`src/rtl/mcta_pkg.sv`:
```
// Package with widths, codes and reset values of the threshold alarm core.
package mcta_pkg;

  localparam int SYS_W      = 3;
  localparam int CMD_W      = 2;
  localparam int VAL_W      = 16;
  localparam int TIME_W     = 32;
  localparam int CNT_W      = 8;
  localparam int TOT_W      = 16;
  localparam int CFG_IDX_W  = 2;
  localparam int CFG_DATA_W = 16;

  localparam int NUM_SYSTEMS_DEF = 8;

  localparam logic [VAL_W-1:0] WARN_LEVEL_RST = VAL_W'(75);
  localparam logic [VAL_W-1:0] CRIT_LEVEL_RST = VAL_W'(90);
  localparam logic [VAL_W-1:0] REC_LEVEL_RST  = VAL_W'(60);
  localparam logic [CNT_W-1:0] MAX_CONSEC_RST = CNT_W'(3);

  // Configuration register indexes.
  localparam logic [CFG_IDX_W-1:0] CFG_WARN_LEVEL = 2'd0;
  localparam logic [CFG_IDX_W-1:0] CFG_CRIT_LEVEL = 2'd1;
  localparam logic [CFG_IDX_W-1:0] CFG_REC_LEVEL  = 2'd2;
  localparam logic [CFG_IDX_W-1:0] CFG_MAX_CONSEC = 2'd3;

  typedef enum logic [1:0] {
    ST_OK   = 2'd0,
    ST_WARN = 2'd1,
    ST_CRIT = 2'd2
  } status_t;

  typedef enum logic [CMD_W-1:0] {
    CMD_SAMPLE      = 2'd0,
    CMD_ACK         = 2'd1,
    CMD_CLEAR_STATS = 2'd2,
    CMD_CLEAR_ESTOP = 2'd3
  } cmd_t;

endpackage

```
`src/rtl/multi_channel_threshold_alarm_core.sv`:
```
// Top level of the multi-channel threshold alarm core with latched emergency stop.
//
// Usage: every input word is a command for one subsystem (sample, acknowledge
// warning, reset statistics or clear emergency stop). Both channels use a
// valid/ready handshake. Each accepted word yields exactly one result word with
// the subsystem's new status, the worst status over all subsystems, the
// emergency stop latch and the subsystem's statistics after the command.
// An accepted word is first held in the input register, then the grading,
// table update and result capture happen in one pass into the output
// register, which raises out_valid.
// Throughput is one word per cycle while the receiver keeps out_ready high;
// the per-subsystem tables are flip-flops that are read and written in that
// single pass, so a command sees every update made by the command before it.
// When the receiver stalls, the result word holds in the output register and
// one more command waits in the input register; in_ready drops only when both
// are full. The four configuration registers are written through the cfg port
// while the core is idle; the user must keep to this, the core does not check it.
// A synchronous active-low reset restores the default levels, clears all status
// and statistics, clears the stop latch and empties both pipeline registers.
module multi_channel_threshold_alarm_core #(
  parameter int NUM_SYSTEMS = mcta_pkg::NUM_SYSTEMS_DEF
) (
  input  logic                             clk,
  input  logic                             rst_n,
  // Command channel.
  input  logic                             in_valid,
  output logic                             in_ready,
  input  logic [mcta_pkg::CMD_W-1:0]       in_cmd,
  input  logic [mcta_pkg::SYS_W-1:0]       in_sys_index,
  input  logic [mcta_pkg::VAL_W-1:0]       in_sample_value,
  input  logic [mcta_pkg::TIME_W-1:0]      in_now_ms,
  // Result channel.
  output logic                             out_valid,
  input  logic                             out_ready,
  output logic [mcta_pkg::SYS_W-1:0]       out_sys,
  output logic [1:0]                       out_sys_status,
  output logic                             out_status_changed,
  output logic                             out_became_critical,
  output logic [1:0]                       out_overall_status,
  output logic                             out_estop_latched,
  output logic [mcta_pkg::CNT_W-1:0]       out_consec_count,
  output logic [mcta_pkg::TOT_W-1:0]       out_warn_total,
  output logic [mcta_pkg::TOT_W-1:0]       out_crit_total,
  output logic [mcta_pkg::TIME_W-1:0]      out_last_warn_ms,
  output logic [mcta_pkg::TIME_W-1:0]      out_last_crit_ms,
  // Configuration write port.
  input  logic                             cfg_we,
  input  logic [mcta_pkg::CFG_IDX_W-1:0]   cfg_index,
  input  logic [mcta_pkg::CFG_DATA_W-1:0]  cfg_data
);

  localparam int IDX_W = (NUM_SYSTEMS > 1) ? $clog2(NUM_SYSTEMS) : 1;
  localparam int EXT_W = (IDX_W > mcta_pkg::SYS_W) ? IDX_W : mcta_pkg::SYS_W;
  // Wide enough to hold NUM_SYSTEMS itself for the range check.
  localparam int CMP_W = mcta_pkg::SYS_W + 2;

  // Configuration registers.
  logic [mcta_pkg::VAL_W-1:0] warn_lvl_r;
  logic [mcta_pkg::VAL_W-1:0] crit_lvl_r;
  logic [mcta_pkg::VAL_W-1:0] rec_lvl_r;
  logic [mcta_pkg::CNT_W-1:0] max_consec_r;

  // Input register.
  logic                          stg_valid_r;
  mcta_pkg::cmd_t                cmd_r;
  logic [mcta_pkg::SYS_W-1:0]    sys_r;
  logic [mcta_pkg::VAL_W-1:0]    val_r;
  logic [mcta_pkg::TIME_W-1:0]   now_r;

  // Per-subsystem state.
  mcta_pkg::status_t             status_r   [NUM_SYSTEMS];
  logic [mcta_pkg::CNT_W-1:0]    consec_r   [NUM_SYSTEMS];
  logic [mcta_pkg::TOT_W-1:0]    warn_tot_r [NUM_SYSTEMS];
  logic [mcta_pkg::TOT_W-1:0]    crit_tot_r [NUM_SYSTEMS];
  logic [mcta_pkg::TIME_W-1:0]   warn_ms_r  [NUM_SYSTEMS];
  logic [mcta_pkg::TIME_W-1:0]   crit_ms_r  [NUM_SYSTEMS];
  logic                          estop_r;
  logic                          estop_nxt;

  // Output register.
  logic                          out_valid_r;
  logic [mcta_pkg::SYS_W-1:0]    out_sys_r;
  mcta_pkg::status_t             out_status_r;
  logic                          out_changed_r;
  logic                          out_became_crit_r;
  mcta_pkg::status_t             out_overall_r;
  logic [mcta_pkg::CNT_W-1:0]    out_consec_r;
  logic [mcta_pkg::TOT_W-1:0]    out_warn_tot_r;
  logic [mcta_pkg::TOT_W-1:0]    out_crit_tot_r;
  logic [mcta_pkg::TIME_W-1:0]   out_warn_ms_r;
  logic [mcta_pkg::TIME_W-1:0]   out_crit_ms_r;

  // Processing signals.
  logic                          advance;
  logic                          sys_ok;
  logic [EXT_W-1:0]              sys_ext;
  logic [IDX_W-1:0]              idx;
  mcta_pkg::status_t             old_st;
  mcta_pkg::status_t             new_st;
  logic [mcta_pkg::CNT_W-1:0]    consec_cur;
  logic [mcta_pkg::TOT_W-1:0]    warn_tot_cur;
  logic [mcta_pkg::TOT_W-1:0]    crit_tot_cur;
  logic [mcta_pkg::CNT_W-1:0]    consec_upd;
  logic [mcta_pkg::TOT_W-1:0]    warn_tot_upd;
  logic [mcta_pkg::TOT_W-1:0]    crit_tot_upd;
  logic [mcta_pkg::TIME_W-1:0]   warn_ms_upd;
  logic [mcta_pkg::TIME_W-1:0]   crit_ms_upd;
  logic                          changed;
  logic                          any_crit;
  logic                          any_warn;
  mcta_pkg::status_t             worst;

  // The input register moves on whenever the output register is empty or
  // being emptied in this cycle, so both registers together sustain one word
  // per cycle while the receiver keeps out_ready high.
  assign advance  = stg_valid_r && (!out_valid_r || out_ready);
  assign in_ready = !stg_valid_r || advance;

  // Indexes at or above NUM_SYSTEMS address no entry.
  assign sys_ok  = ({2'b00, sys_r} < CMP_W'(NUM_SYSTEMS));
  assign sys_ext = EXT_W'(sys_r);
  assign idx     = sys_ext[IDX_W-1:0];

  assign old_st       = status_r[idx];
  assign consec_cur   = consec_r[idx];
  assign warn_tot_cur = warn_tot_r[idx];
  assign crit_tot_cur = crit_tot_r[idx];

  // Grading of one command against the shared levels. The critical test
  // comes first, then the warning test, then the recovery test; anything in
  // between leaves the status alone, which gives the hysteresis band.
  always_comb begin
    new_st       = old_st;
    consec_upd   = consec_cur;
    warn_tot_upd = warn_tot_cur;
    crit_tot_upd = crit_tot_cur;
    warn_ms_upd  = warn_ms_r[idx];
    crit_ms_upd  = crit_ms_r[idx];
    case (cmd_r)
      mcta_pkg::CMD_SAMPLE: begin
        if (val_r >= crit_lvl_r) begin
          new_st       = mcta_pkg::ST_CRIT;
          crit_tot_upd = (crit_tot_cur != '1) ? crit_tot_cur + 1'b1 : crit_tot_cur;
          crit_ms_upd  = now_r;
        end else if (val_r >= warn_lvl_r) begin
          new_st       = mcta_pkg::ST_WARN;
          warn_tot_upd = (warn_tot_cur != '1) ? warn_tot_cur + 1'b1 : warn_tot_cur;
          warn_ms_upd  = now_r;
          consec_upd   = (consec_cur != '1) ? consec_cur + 1'b1 : consec_cur;
          // A run of warnings that reaches the limit escalates to critical.
          if (consec_upd >= max_consec_r) begin
            new_st       = mcta_pkg::ST_CRIT;
            crit_tot_upd = (crit_tot_cur != '1) ? crit_tot_cur + 1'b1 : crit_tot_cur;
            crit_ms_upd  = now_r;
          end
        end else if (val_r <= rec_lvl_r) begin
          if (old_st != mcta_pkg::ST_OK) begin
            new_st     = mcta_pkg::ST_OK;
            consec_upd = '0;
          end
        end
      end
      mcta_pkg::CMD_ACK: begin
        if (old_st == mcta_pkg::ST_WARN) begin
          new_st     = mcta_pkg::ST_OK;
          consec_upd = '0;
        end
      end
      mcta_pkg::CMD_CLEAR_STATS: begin
        consec_upd   = '0;
        warn_tot_upd = '0;
        crit_tot_upd = '0;
        warn_ms_upd  = '0;
        crit_ms_upd  = '0;
      end
      mcta_pkg::CMD_CLEAR_ESTOP: begin
        // Acts on the stop latch only, handled below.
      end
      default: begin
      end
    endcase
  end

  assign changed = sys_ok && (new_st != old_st);

  // Worst status over all subsystems as they stand after this command.
  always_comb begin
    any_crit = 1'b0;
    any_warn = 1'b0;
    for (int i = 0; i < NUM_SYSTEMS; i++) begin
      if (sys_ok && (idx == IDX_W'(i))) begin
        any_crit = any_crit | (new_st == mcta_pkg::ST_CRIT);
        any_warn = any_warn | (new_st == mcta_pkg::ST_WARN);
      end else begin
        any_crit = any_crit | (status_r[i] == mcta_pkg::ST_CRIT);
        any_warn = any_warn | (status_r[i] == mcta_pkg::ST_WARN);
      end
    end
    if (any_crit) begin
      worst = mcta_pkg::ST_CRIT;
    end else if (any_warn) begin
      worst = mcta_pkg::ST_WARN;
    end else begin
      worst = mcta_pkg::ST_OK;
    end
  end

  // Any move into critical sets the latch; the clear command drops it only
  // while no subsystem is critical, whatever subsystem it names.
  always_comb begin
    estop_nxt = estop_r;
    if (changed && (new_st == mcta_pkg::ST_CRIT)) begin
      estop_nxt = 1'b1;
    end
    if ((cmd_r == mcta_pkg::CMD_CLEAR_ESTOP) && (worst != mcta_pkg::ST_CRIT)) begin
      estop_nxt = 1'b0;
    end
  end

  // Control state, configuration and subsystem tables.
  always_ff @(posedge clk) begin
    if (!rst_n) begin
      warn_lvl_r   <= mcta_pkg::WARN_LEVEL_RST;
      crit_lvl_r   <= mcta_pkg::CRIT_LEVEL_RST;
      rec_lvl_r    <= mcta_pkg::REC_LEVEL_RST;
      max_consec_r <= mcta_pkg::MAX_CONSEC_RST;
      stg_valid_r  <= 1'b0;
      out_valid_r  <= 1'b0;
      estop_r      <= 1'b0;
      for (int i = 0; i < NUM_SYSTEMS; i++) begin
        status_r[i]   <= mcta_pkg::ST_OK;
        consec_r[i]   <= '0;
        warn_tot_r[i] <= '0;
        crit_tot_r[i] <= '0;
        warn_ms_r[i]  <= '0;
        crit_ms_r[i]  <= '0;
      end
    end else begin
      if (cfg_we) begin
        case (cfg_index)
          mcta_pkg::CFG_WARN_LEVEL: warn_lvl_r   <= cfg_data;
          mcta_pkg::CFG_CRIT_LEVEL: crit_lvl_r   <= cfg_data;
          mcta_pkg::CFG_REC_LEVEL:  rec_lvl_r    <= cfg_data;
          mcta_pkg::CFG_MAX_CONSEC: max_consec_r <= cfg_data[mcta_pkg::CNT_W-1:0];
          default: begin
          end
        endcase
      end
      if (in_valid && in_ready) begin
        stg_valid_r <= 1'b1;
      end else if (advance) begin
        stg_valid_r <= 1'b0;
      end
      if (advance) begin
        out_valid_r <= 1'b1;
      end else if (out_ready) begin
        out_valid_r <= 1'b0;
      end
      if (advance) begin
        estop_r <= estop_nxt;
        if (sys_ok) begin
          status_r[idx]   <= new_st;
          consec_r[idx]   <= consec_upd;
          warn_tot_r[idx] <= warn_tot_upd;
          crit_tot_r[idx] <= crit_tot_upd;
          warn_ms_r[idx]  <= warn_ms_upd;
          crit_ms_r[idx]  <= crit_ms_upd;
        end
      end
    end
  end

  // Payload registers.
  always_ff @(posedge clk) begin
    if (in_valid && in_ready) begin
      cmd_r <= mcta_pkg::cmd_t'(in_cmd);
      sys_r <= in_sys_index;
      val_r <= in_sample_value;
      now_r <= in_now_ms;
    end
    if (advance) begin
      out_sys_r         <= sys_r;
      out_status_r      <= sys_ok ? new_st : mcta_pkg::ST_CRIT;
      out_changed_r     <= changed;
      out_became_crit_r <= changed && (new_st == mcta_pkg::ST_CRIT);
      out_overall_r     <= worst;
      out_consec_r      <= sys_ok ? consec_upd : '0;
      out_warn_tot_r    <= sys_ok ? warn_tot_upd : '0;
      out_crit_tot_r    <= sys_ok ? crit_tot_upd : '0;
      out_warn_ms_r     <= sys_ok ? warn_ms_upd : '0;
      out_crit_ms_r     <= sys_ok ? crit_ms_upd : '0;
    end
  end

  // The latch shown with a word is the value left by that word's command.
  logic estop_out_r;
  always_ff @(posedge clk) begin
    if (advance) begin
      estop_out_r <= estop_nxt;
    end
  end

  assign out_valid           = out_valid_r;
  assign out_sys             = out_sys_r;
  assign out_sys_status      = out_status_r;
  assign out_status_changed  = out_changed_r;
  assign out_became_critical = out_became_crit_r;
  assign out_overall_status  = out_overall_r;
  assign out_estop_latched   = estop_out_r;
  assign out_consec_count    = out_consec_r;
  assign out_warn_total      = out_warn_tot_r;
  assign out_crit_total      = out_crit_tot_r;
  assign out_last_warn_ms    = out_warn_ms_r;
  assign out_last_crit_ms    = out_crit_ms_r;

endmodule

```
`config.mk`:
```
export PLATFORM = sky130hd
export DESIGN_NAME = multi_channel_threshold_alarm_core
export DESIGN_NICKNAME = d
export VERILOG_FILES = /design/src/rtl/mcta_pkg.sv /design/src/rtl/multi_channel_threshold_alarm_core.sv
export SDC_FILE = /design/constraint.sdc
export NUM_CORES = 2
export LEC_CHECK = 0
export BUFFER_PORTS_ARGS = -buffer_cell sky130_fd_sc_hd__buf_2
export CAP_MARGIN = 20
export CORE_ASPECT_RATIO = 2
export CORE_UTILIZATION = 60
export CTS_BUF_LIST = sky130_fd_sc_hd__clkbuf_4
export DETAILED_ROUTE_END_ITERATION = 8
export PLACE_DENSITY = 0.77
export SLEW_MARGIN = 10
export SYNTH_ARGS = -nofsm -noshare
export SYNTH_HDL_FRONTEND = slang
export SYNTH_SLANG_ARGS = --single-unit
```
`constraint.sdc`:
```
create_clock -name clk -period 22 [get_ports clk]
set_clock_uncertainty 0.05 [all_clocks]
set_input_delay 3.3 -clock clk [delete_from_list [all_inputs] [get_ports clk]]
set_output_delay 3.3 -clock clk [all_outputs]
set_load 0.05 [all_outputs]
```
# ---- After elaboration in Yosys (flattened, before gate mapping)
# Memory sizes are Yosys's and may differ from the RTL's. A register that Yosys moved wholly into a read port is not among the register bits.
# Cells that the tools add are included.
dict set report word_totals {
  regBits 226
  latchBits 0
  mem_bits_rw 848
  rom_bits 0
  inputBits 76
  out_inout_bits 116
  word_cells 206
  mem_count 6
}
# memory words word_bits rd rd_ports_with_merged_regs write_ports line_no
set mem_list {}
lappend mem_list {crit_ms_r 8 32 1 1 8 multi_channel_threshold_alarm_core.sv:76} ;# logic [mcta_pkg::TIME_W-1:0] crit_ms_r [NUM_SYSTEMS];
lappend mem_list {warn_ms_r 8 32 1 1 8 multi_channel_threshold_alarm_core.sv:75} ;# logic [mcta_pkg::TIME_W-1:0] warn_ms_r [NUM_SYSTEMS];
lappend mem_list {crit_tot_r 8 16 1 1 8 multi_channel_threshold_alarm_core.sv:74} ;# logic [mcta_pkg::TOT_W-1:0] crit_tot_r [NUM_SYSTEMS];
lappend mem_list {warn_tot_r 8 16 1 1 8 multi_channel_threshold_alarm_core.sv:73} ;# logic [mcta_pkg::TOT_W-1:0] warn_tot_r [NUM_SYSTEMS];
lappend mem_list {consec_r 8 8 1 1 8 multi_channel_threshold_alarm_core.sv:72} ;# logic [mcta_pkg::CNT_W-1:0] consec_r [NUM_SYSTEMS];
lappend mem_list {status_r 8 2 9 1 8 multi_channel_threshold_alarm_core.sv:71} ;# mcta_pkg::status_t status_r [NUM_SYSTEMS];
dict set report classes {
  addsub 3
  mul 0
  n_div 0
  n_lt_le_gt_ge 4
  n_eq_ne 37
  shift 0
  n_mux 82
  n_bitwise 28
  reduce_logical 24
}
# op count
set op_table {}
lappend op_table {{two-way mux 32 bit} 7}
lappend op_table {{two-way mux 16 bit} 9}
lappend op_table {{one-hot mux 32 bit (2 select lines)} 2}
lappend op_table {{one-hot mux 16 bit (2 select lines)} 2}
lappend op_table {{OR reduction 32 bit} 2}
lappend op_table {{two-way mux 8 bit} 7}
lappend op_table {{two-way mux 3 bit} 12}
lappend op_table {{two-way mux 1 bit} 33}
lappend op_table {{adder 16 x 1 -> 16 bit, second input constant} 2}
lappend op_table {{greater-or-equal comparator 16 bit} 2}
lappend op_table {{!= test 16 bit, second input constant} 2}
lappend op_table {{OR reduction 16 bit} 2}
lappend op_table {{OR 1 bit} 28}
lappend op_table {{equality test 2 bit, second input constant} 13}
lappend op_table {{equality test 2 x 1 -> 1 bit, second input constant} 12}
lappend op_table {{one-hot mux 8 bit (3 select lines)} 1}
lappend op_table {{<= comparator 16 bit} 1}
lappend op_table {{two-way mux 2 bit} 8}
lappend op_table {{equality test 3 bit, second input constant} 4}
lappend op_table {{adder 8 x 1 -> 8 bit, second input constant} 1}
lappend op_table {{greater-or-equal comparator 8 bit} 1}
lappend op_table {{!= test 8 bit, second input constant} 1}
lappend op_table {{AND reduction 2 bit} 4}
lappend op_table {{OR reduction 8 bit} 1}
lappend op_table {{other kinds (12)} 21}

# ---- Depth between registers and ports, before layout
dict set report depth {
  ltp_word 28
  depth_mapped 25
  mapped_depth_nobuf 18
}

# ---- Least setup slack after synthesis
# OpenSTA, ideal clock, no wires.
dict set report synth_timing {
  kind {in2reg}
  from {input out_ready}
  to {memory consec_r[5][0] (netlist bit), enable pin}
  setup_time_ps 468
  arrival_ps 11995
  required_ps 21482
  path_slack_ps 9487
  path_stages 8
  path_buffers 2
  path_cell_list {nor2b_1 -> nor2b_1 -> nand2_1 -> nor2_1 -> nand3_1 -> buf_4 -> clkbuf_1 -> nand2_1}
}
# item line_no
set synth_rtl {}
lappend synth_rtl {{start: declaration} multi_channel_threshold_alarm_core.sv:34} ;# input logic out_ready,
lappend synth_rtl {{end: declaration} multi_channel_threshold_alarm_core.sv:72}

# ---- Worst setup path in the final report
dict set report layout_timing {
  from {input out_ready}
  to {output in_ready}
}
dict set report layout_via {
  elab_chain_cells 3
}
# item line_no
set layout_rtl {}
lappend layout_rtl {{logical OR 1 bit} multi_channel_threshold_alarm_core.sv:116} ;# assign advance = stg_valid_r && (!out_valid_r || out_ready);
lappend layout_rtl {{logical AND 1 bit} multi_channel_threshold_alarm_core.sv:116}
lappend layout_rtl {{logical OR 1 bit} multi_channel_threshold_alarm_core.sv:117} ;# assign in_ready = !stg_valid_r || advance;
lappend layout_rtl {{end: declaration} multi_channel_threshold_alarm_core.sv:27} ;# output logic in_ready,
# Every way passes these cells.

==> summary.txt <==
Hold slack: 0.414 ns
Synth area leader: edfxtp_1
Die height: 401 um
Starting DRC count in detailed routing: 2831
Vias/cell: 6.19
Crit path max-delay cell type: nor2b_1
Status: finished, violations left
Max cap viols: 0
Synth top area share: 63.7%
Peak fanout along the critical path: 4
Endpoints failing setup: 0
Uppermost layer routed: met5
Root Buffer: clkbuf_4
Min cycle time layout: 7.40 ns
Ys async rst share: 0%
Sequential-to-total area share from yosys stat: 66.3%
Met2 Routed Length: 62.4 mm
TritonCTS Buffers: 223
Clk buf depth: 3
Num Clock Sinks: 1077
Top_reg_cell synth: edfxtp_1
Crit-path leading delay family: simple AND/OR/NAND/NOR gates
Most common cell after layout, fill and taps aside: edfxtp_1
WS Path Type: primary input to primary output
Cells along the critical path: buf_2 > nor2b_1 > nand2_1 > buf_2
Core Rows: 146
Crit path largest cell delay: 0.30 ns
CP Buf/Inv Count: 2
Synthesized net count: 3526
Detailed-route via count: 30074
EDFF count, synth: 1015
Worst-Margin Slew: 1.18 ns
Gpl congestion: 0.871
Mapped Area: 47800 sq um
WL met1: 40.4 mm
CP most frequent cell: buf_2
Final TNS setup: 0 ns
Critical Path AT: 4.05 ns
Multi-input logic area: 14600 sq um
Dpl hpwl: 68.6 mm
Nets: 3770
Cell leakage power: 19.5 nW
CP startpoint: out_ready
H-tree depth: 4
ANT nets after route: 0
Final critical-path share of the clock period: 33.6%
R2R Path End: crit_tot_r[2][6]
Count of final max-slew check failures: 0
Wirelength per Cell: 24.6 um
R2R setup slack: 15.37 ns
Reg clk slew, reported paths: 0.06 ns
Via count of the first global-routing pass: 31254
Most frequent cells in the layout: edfxtp_1, nor2_1, clkbuf_4
Synth warn: 0
Worst setup EP type: primary output
Total Wirelength: 119 mm
Postcts setup bufs: 0
CTS tree: built
Hold depth: 2
CTS resizes: 0
Buffers on Ports: 191
Die width: 202 um
Met3 WL post-DR: 10.4 mm
Synthesized instance count: 3391
Full die area: 80900 sq um
Unrepaired setup endpoints after global routing: no
GRT Total Usage: 30.1%
Worst path depth: 4
Max-slew headroom: 21.0%
Pin count of the biggest net entering global routing: 112
Share of cells above drive strength 1: 25.3%
Power density over the cells: 84.4 nW/um^2
Netlist cell types: 91
Core box area: 79100 sq um
Post-route DRC: 1
Fmax: 135 MHz
Antenna violations before repair: 4
CP required: 18.65 ns
Grt ovf: 0
Cts-stage hold buffer count: 0
Yosys reg bits: 1077
Startpoint Class: primary input
Reg area: 31700 sq um
Min-Delay Path Class: flop to flop
I/O pin total: 192
DRT Pass-1 Iters: 8
R2R depth: 15
Worst-Skew Late Latency: 1.15 ns
Fill cells: 5571
Maximum VDD drop: 73.4 uV
Main area contributors after synthesis: edfxtp_1, mux4_2, nor2_1, dfxtp_1, mux2_2
Final Hold Viols: 0
Syn avg cell area: 14.1 sq um
First-pass GRT wire length: 180 mm
Worst Setup EP: in_ready
Failing checks: design-rule violations
Initial core utilization: 60.5%
Area growth, synth to finish: 9.69%
worst min path at each step:
stage | end | slack (ns) | from
floorplan | out_sys[0] | 0.37 | idx[0]
global placement | warn_lvl_r[2] | 0.40 | warn_lvl_r[2]
detailed placement | rec_lvl_r[10] | 0.41 | rec_lvl_r[10]
CTS | crit_lvl_r[7] | 0.42 | crit_lvl_r[7]
global route | crit_lvl_r[7] | 0.43 | crit_lvl_r[7]
finish | crit_lvl_r[7] | 0.41 | crit_lvl_r[7]
kinds of logic after synthesis:
group / synth area share, %
flip-flops: 66.3
multiplexers: 12.8
XOR/XNOR: 0.238
AO/OA/AOI/OAI: 4.48
AND/OR/NAND/NOR: 11.0
adder cells (fa/ha/maj): 1.56
buffers and inverters: 3.67
sequential cells by signal, summed over array words and instances (netlist names), 32 cells and up, named ones only:
register and cells:
crit_tot_r 128, crit_ms_r 256, out_last_warn_ms 32, warn_ms_r 256, out_last_crit_ms 32, now_r 32
warn_tot_r 128, consec_r 64
metal layers:
metal	track usage, %	up-vias
met3	5.96	391
met2	52.4	1705
met5	0	-
li1	-	13095
met4	17.7	2
met1	34.2	14881
report_power, final:
group / switching, W / internal, W / leakage, nW / total (W)
Combinational: 0.000379 / 0.000173 / 6.92 / 0.000551
Sequential: 0.0000415 / 0.00234 / 10.9 / 0.00238
Clock: 0.000769 / 0.000731 / 1.74 / 0.00150
Total: 0.00119 / 0.00324 / 19.5 / 0.00443
worst reg2reg max path, stage by stage, from the launching register on:
cell and delay, ns:
dfxtp_4 0.76, buf_4 0.74, mux4_2 0.43, nand3_1 0.09, a21boi_1 0.45, nand3_1 0.30, xnor2_1 0.28, ha_1 0.26
nand2b_1 0.14, a2111oi_0 0.40, nor3_1 0.15, nor2_1 0.30, o31a_1 0.89, nor3_1 0.21, xnor2_1 0.71, nor2_1 0.15
metrics by stage:
| stage | utilization [%] | cells | area (sq um) | power [W] | setup slack (ns) |
|---|---|---|---|---|---|
| 2_1_floorplan | - | 3391 | 47800 | 0.00280 | 9.49 |
| 3_3_place_gp | 62.6 | 4446 | 49600 | 0.00296 | 14.10 |
| 3_5_place_dp | 62.6 | 4446 | 49600 | 0.00297 | 14.10 |
| 4_1_cts | 66.3 | 4856 | 52500 | 0.00445 | 14.60 |
| 5_1_grt | 66.3 | 4859 | 52500 | 0.00458 | 14.53 |
| 6_report | 66.3 | 4859 | 52500 | 0.00443 | 14.60 |
area by class of cell:
cell class	count	share of cell area [%]
tap	1036	2.47
clock buffer	326	4.66
clock inverter	84	0.899
timing repair buffer	237	2.50
antenna	3	0.0143
sequential	1077	60.5
inverter	168	1.20
multi-input combinational	1928	27.8
synth_stat cells (5+ instances only):
| cell type | count |
|---|---|
| o211ai_1 | 15 |
| a31oi_1 | 8 |
| a211oi_1 | 10 |
| nor3_2 | 5 |
| nand4_1 | 17 |
| nand2b_1 | 9 |
| nor2_2 | 8 |
| clkbuf_1 | 138 |
| mux4_2 | 195 |
| o22ai_1 | 8 |
| nand3b_1 | 7 |
| or3_1 | 5 |
| a21o_1 | 8 |
| nor4_1 | 13 |
| inv_1 | 160 |
| ha_1 | 59 |
| a211oi_2 | 8 |
| mux4_1 | 17 |
| a32oi_1 | 10 |
| a21boi_0 | 45 |
| o21ai_0 | 15 |
| mux2i_1 | 24 |
| buf_4 | 18 |
| a21oi_1 | 29 |
| xnor2_1 | 10 |
| nand3_1 | 34 |
| or2_2 | 9 |
| a22oi_1 | 56 |
| and2_1 | 7 |
| nor2_1 | 886 |
| nor2b_1 | 19 |
| nand2_1 | 175 |
| and3_1 | 14 |
| buf_2 | 25 |
| buf_6 | 11 |
| mux2_2 | 83 |
| inv_2 | 7 |
| edfxtp_1 | 1015 |
| dfxtp_1 | 62 |
| buf_12 | 5 |
| buf_1 | 14 |
| nor3_1 | 34 |
No activity file was read; power rests on OpenSTA's default activity.
